--- config.mk ---
export PLATFORM = sky130hd
export DESIGN_NAME = tkbs_ctrl
export DESIGN_NICKNAME = d
export VERILOG_FILES = /design/src/rtl/tkbs_pkg.sv /design/src/rtl/tkbs_ctrl.sv
export SDC_FILE = /design/constraint.sdc
export NUM_CORES = 1
export LEC_CHECK = 0
export BUFFER_PORTS_ARGS = -buffer_cell sky130_fd_sc_hd__buf_2
export CAP_MARGIN = 20
export CORE_AREA = 2 2 39 41
export CTS_CLUSTER_SIZE = 8
export DETAILED_ROUTE_END_ITERATION = 7
export DIE_AREA = 0 0 41 43
export GPL_TIMING_DRIVEN = 0
export HOLD_SLACK_MARGIN = 0.02
export SKIP_LAST_GASP = 1
export SYNTH_ARGS = -nofsm -noshare
export SYNTH_HDL_FRONTEND = slang
export SYNTH_SLANG_ARGS = --single-unit
--- constraint.sdc ---
create_clock -name i_clk -period 1.4 [get_ports i_clk]
set_input_delay 0.07 -clock i_clk [delete_from_list [all_inputs] [get_ports i_clk]]
set_output_delay 0.07 -clock i_clk [all_outputs]
set_load 0.05 [all_outputs]
--- src/rtl/tkbs_pkg.sv ---
`timescale 1ns / 1ps

package tkbs_pkg;

    localparam int MAX_KEPT_DEF = 64;
    localparam int CAP_W        = 7;
    localparam logic [CAP_W-1:0] CAP_RESET = 7'd50;

    localparam logic KIND_INSERT = 1'b0;
    localparam logic KIND_DUMP   = 1'b1;

    typedef struct packed {
        logic               kind;
        logic [19:0]        record_id;
        logic signed [31:0] max_value;
        logic signed [31:0] min_value;
        logic signed [31:0] mean_value;
        logic signed [31:0] spread;
    } t_in_item;

    typedef struct packed {
        logic [19:0]        out_id;
        logic signed [31:0] out_max;
        logic signed [31:0] out_min;
        logic signed [31:0] out_mean;
        logic signed [31:0] out_spread;
        logic               is_last;
        logic               list_empty;
    } t_out_item;

    typedef struct packed {
        logic [19:0]        id;
        logic signed [31:0] max_v;
        logic signed [31:0] min_v;
        logic signed [31:0] mean_v;
        logic signed [31:0] spread;
    } t_rec;

    typedef enum logic [2:0] {
        ST_IDLE,
        ST_INS_RD,
        ST_INS_CMP,
        ST_INS_PLACE,
        ST_DMP_RD,
        ST_DMP_OUT,
        ST_DMP_EMPTY
    } t_state;

    typedef struct packed {
        logic load_item;
        logic pos_from_count;
        logic pos_clear;
        logic pos_dec;
        logic pos_inc;
        logic rd_prev;
        logic wr_copy;
        logic wr_new;
        logic count_inc;
        logic out_load;
        logic out_empty;
    } t_cmd;

    typedef struct packed {
        logic count_zero;
        logic pos_one;
        logic pos_is_last;
        logic greater;
        logic pos_lt_cap;
        logic count_lt_cap;
        logic out_free;
    } t_sts;

endpackage

--- src/rtl/tkbs_ctrl.sv ---
`timescale 1ns / 1ps

module tkbs_ctrl (
    input  logic             i_clk,
    input  logic             i_rst_n,
    input  logic             i_in_valid,
    input  logic             i_in_kind,
    output logic             o_in_ready,
    input  tkbs_pkg::t_sts   i_sts,
    output tkbs_pkg::t_cmd   o_cmd
);

    tkbs_pkg::t_state r_state;
    tkbs_pkg::t_state n_state;

    always_ff @(posedge i_clk) begin
        if (!i_rst_n) begin
            r_state <= tkbs_pkg::ST_IDLE;
        end else begin
            r_state <= n_state;
        end
    end

    always_comb begin
        n_state    = r_state;
        o_cmd      = '0;
        o_in_ready = 1'b0;
        unique case (r_state)
            tkbs_pkg::ST_IDLE: begin
                o_in_ready = 1'b1;
                if (i_in_valid) begin
                    o_cmd.load_item = 1'b1;
                    if (i_in_kind == tkbs_pkg::KIND_DUMP) begin
                        o_cmd.pos_clear = 1'b1;
                        n_state = i_sts.count_zero ? tkbs_pkg::ST_DMP_EMPTY
                                                   : tkbs_pkg::ST_DMP_RD;
                    end else begin
                        o_cmd.pos_from_count = 1'b1;
                        n_state = i_sts.count_zero ? tkbs_pkg::ST_INS_PLACE
                                                   : tkbs_pkg::ST_INS_RD;
                    end
                end
            end
            tkbs_pkg::ST_INS_RD: begin
                o_cmd.rd_prev = 1'b1;
                n_state = tkbs_pkg::ST_INS_CMP;
            end
            tkbs_pkg::ST_INS_CMP: begin
                o_cmd.rd_prev = 1'b1;
                if (i_sts.greater) begin
                    // Shift the smaller record down one slot; it falls off at capacity.
                    o_cmd.wr_copy = i_sts.pos_lt_cap;
                    o_cmd.pos_dec = 1'b1;
                    n_state = i_sts.pos_one ? tkbs_pkg::ST_INS_PLACE
                                            : tkbs_pkg::ST_INS_RD;
                end else begin
                    n_state = tkbs_pkg::ST_INS_PLACE;
                end
            end
            tkbs_pkg::ST_INS_PLACE: begin
                o_cmd.wr_new    = i_sts.pos_lt_cap;
                o_cmd.count_inc = i_sts.count_lt_cap;
                n_state = tkbs_pkg::ST_IDLE;
            end
            tkbs_pkg::ST_DMP_RD: begin
                n_state = tkbs_pkg::ST_DMP_OUT;
            end
            tkbs_pkg::ST_DMP_OUT: begin
                if (i_sts.out_free) begin
                    o_cmd.out_load = 1'b1;
                    o_cmd.pos_inc  = 1'b1;
                    n_state = i_sts.pos_is_last ? tkbs_pkg::ST_IDLE
                                                : tkbs_pkg::ST_DMP_RD;
                end
            end
            tkbs_pkg::ST_DMP_EMPTY: begin
                if (i_sts.out_free) begin
                    o_cmd.out_empty = 1'b1;
                    n_state = tkbs_pkg::ST_IDLE;
                end
            end
            default: begin
                n_state = tkbs_pkg::ST_IDLE;
            end
        endcase
    end

endmodule

Word-level counts from Yosys, hierarchy flattened
Index checks and enable logic that the tools add are counted.

Register bits: 3. Input bits: 11. Output and inout port bits: 12. Word-level logic and storage cells: 37.

Eq/ne operators: 9. Muxes and demuxes: 24. Reductions and logical operators: 3.

Operator list (count): two-way mux 3 bit (7); case mux 3 bit (6 select lines) (1); two-way mux 1 bit (11); two-way mux 2 bit (5); equality test 3 bit (second input constant) (3); equality test 3 x 2 -> 1 bit (second input constant) (2); inequality test 2 bit (second input constant) (3); equality test 3 x 1 -> 1 bit (second input constant) (1); logical NOT 3 bit (1); AND reduction 3 bit (1); OR reduction 2 bit (1).

Depth between registers and ports, before layout
Depth after elaboration: 4. Mapped depth: 5. Depth with buffers taken out: 4.

Worst setup path after synthesis
No wires, ideal clock.

Kind: reg2out. From: reg r_state[2]. To: out o_cmd[8] in the netlist's numbering. Data arrival time: 2.502 ns. Required time: 1.330 ns. Slack: -1.172 ns. Cell stages (with the launch flop): 5. Path buffers: 1. Cell sequence: dfxtp_1 buf_6 nor3_1 nand2_1 nor2_1.

RTL lines: start, declared (line tkbs_ctrl.sv:13) `tkbs_pkg::t_state r_state;`; start signal, assigned (line tkbs_ctrl.sv:18) `r_state <= tkbs_pkg::ST_IDLE;`; start signal, assigned (line tkbs_ctrl.sv:20) `r_state <= n_state;`; end, declared (line tkbs_ctrl.sv:10) `output tkbs_pkg::t_cmd o_cmd`.

==> impl_results.md <==
* Status: finished, final reports clean
* Drt pass-1 iters at 3
* Setup crit start kind: flip-flop
* Vias in the first global route at 316
* # hold bufs at CTS at 0
* Post-synth EDFFs at 0
* All-Layer GR Usage at 11.42%
* Antenna viol nets, final at 0
* Clock-pin slew on the worst setup and hold paths at 0.04 ns
* Via count at 400
* Register-to-register setup slack at approximately 0.08 ns
* DP Area at between 400 and 500 µm²
* Max FFs per register at 3
* DR WL/cell at between 9 and 10 µm
* Via density at about 4.3
* RSZ-0062 raised after global routing: yes
* Starting Density at a little over a fifth
* Overall power at ~0.98 mW
* Filler Cells Inserted at ~150
* Data arrival at the endpoint of the critical path at 1.29 ns
* Post-route insts no fill at between 90 and 100
* DIE WIDTH at slightly above 40 µm
* Async SR Flop Fraction at 0%
* Syn_nets at 54
* # IOs at 23
* DR iter-0 viols at 2
* Post-route setup TNS at 0 ns
* CTS buffer count at 3
* Most numerous cell in the Yosys netlist: nor2_1
* R2R Path Start: r_state[0]$_SDFFE_PN0P_
* Most used DFF post-synth: dfxtp_1
* Worst hold stages at 2
* Area growth from synthesis to layout at 102.1%
* Wire length of the first global-routing pass at between 1 and 1.5 mm
* CTS sink cnt at 3
* Nets at 88
* Max_cap viols at 0
* CTS tree: done
* N_diodes at 0
* Largest family of logic cells by synthesized area: simple AND/OR/NAND/NOR gates
* Later-pin clock latency in the skew report at between 0.2 and 0.25 ns
* Worst VDD drop at about 0.84 mV
* Worst endpoint required time at about 1.3 ns
* Adder-cell share of the synthesized area at 0%
* Die ar. at around 1800 µm²
* Placed Cells at 81
* Synth warn at 0
* Clock root buffer: clkbuf_4
* Critical path type: reg2out
* GPL Wtd Cong at roughly 0.76
* Synth top area share at between 20% and 30%
* Die Y at about 43 µm
* Register area share after synthesis at about 20%
* Mapped cell area at around 300 µm²
* Distinct cells, synth at 22
* Synth top area cells: dfxtp_1 (20%), buf_6 (7.6%), nor2_1 (7.6%), nor3b_1 (7.6%), a21oi_1 (5.0%)
* Fraction of layout cells with a size suffix above 1 at 63.16%
* RR Endpoint: r_state[2]$_SDFFE_PN0P_
* Synth Area in Simple Gates at 40.76%
* Clock Skew at about 0.0036 ns
* WL final at about 900 µm
* Mux cell area share after synthesis at 0%
* Most frequent cells after synthesis: nor2_1 (6), inv_1 (4), nand2_1 (4)
* Crit end category: output port
* Util after Layout at a little over two fifths
* Achievable clock frequency at 737.6 MHz
* Final worst path period share at a little over nine tenths
* Final HPWL DP at between 600 and 700 µm
* Worst Hold Endpoint: r_state[0]$_SDFFE_PN0P_
* Worst Tran Pin Value at 0.2520 ns
* Largest registers: r_state (3)
* Final hold vios at 0
* Leak Pwr at approximately 0.3 nW
* Crit path time final at 1.356 ns
* PwrDens at 1634 nW/µm²
* Seq cells post-synth at 3
* Synth Instances at 43
* Max Slew Vio Count at 0
* Setup crit start: r_state[2]$_SDFFE_PN0P_
* Max Buffers Root-to-Sink at 2
* Hold Crit Start: i_rst_n
* Compound-cell area share of the yosys netlist at around 16%
* Critical Path Fanout Max at 6
* Endpoints failing setup at 0
* H-tree Lvls at 1
* Post-route design area at roughly 600 µm²
* Input/output buffers at 22
* Pin count of the biggest net entering global routing at 11
* Congestion Overflow GR at 0
* Post-Synth XOR/XNOR Area at slightly below 3%
* Initial antenna violation count at 0
* Syn_area_per_cell at roughly 6.9 µm²
* Rel. slew slack at between 80% and 90%
* DRC viols at 0
* R2R depth at 5
* Worst min-delay path class: in2reg
* Largest Register: r_state
* Core Region at approximately 1400 µm²
* Synth area leader: dfxtp_1
* FP Rows at 14
-- cells in the final DEF (no fill, tap or decap), drive strengths merged, types with 3 or more instances in the layout --
cell type  Yosys  routed
buf            3      33
nor2           6       6
nand2          5       5
clkbuf         1       4
a21oi          3       3
inv            4       3
nor3b          3       3
dfxtp          3       3
nor3           3       3
-- power breakdown --
part | switching [mW] | total (mW) | internal (mW)
clock network | 0.0506 | 0.158 | 0.107
logic | 0.430 | 0.702 | 0.272
registers | 0.0146 | 0.124 | 0.110
-- routing by layer --
layer  part of all wire (%)  wire length, µm  GRT usage (%)  vias to the layer above
li1                       -                -              -                      211
met1                     40              365          14.38                      175
met2                     53              490          15.00                       12
met3                    5.2               48          1.571                        2
met4                    1.4               13          12.00                        0
met5                      0                0              0                        -
-- metrics by stage --
stage          setup WS (ns)  hold WS [ns]
2_1_floorplan        -0.3627        0.1934
3_3_place_gp         0.06558        0.3377
3_5_place_dp         0.05041        0.3418
4_1_cts             -0.01491       0.09254
5_1_grt             -0.02222       0.09388
6_report             0.04427       0.09719
-- cell type report --
type / count / area, µm² / share of cell area (%)
multi-input combinational: 32 / 229.0 / 38.05
timing repair buffer: 29 / 196.4 / 32.64
sequential: 3 / 61.31 / 10.19
buffer: 4 / 45.04 / 7.484
clock buffer: 4 / 26.28 / 4.366
inverter: 4 / 23.77 / 3.950
tap: 16 / 20.02 / 3.326
-- repair_timing --
item / CTS / global route
pin swaps: 0 / 6
setup endpoints to repair: 6 / 10
buffers inserted: 0 / 7
gates resized for setup: 10 / 8
-- kinds of logic (layout without fill, tap and decap cells) --
family	count (synthesis)	after routing
buf+inv	8	41
flops	3	3
compound gates	8	8
xor+xnor	1	1
simple gates	23	23
-- worst max-delay path by stage --
| stage | end |
|---|---|
| after floorplan | o_cmd[2] |
| after global placement | o_cmd[4] |
| after detailed placement | o_cmd[4] |
| after CTS | o_cmd[4] |
| after global routing | o_cmd[2] |
| final | o_cmd[8] |
-- critical path, stage by stage (launching register included) --
cell     delay (ns)
dfxtp_1        0.32
buf_6          0.14
nor3_4         0.19
nand2_2        0.13
nor2_2         0.11
buf_6          0.16
Power figures use the tool's default switching activity.
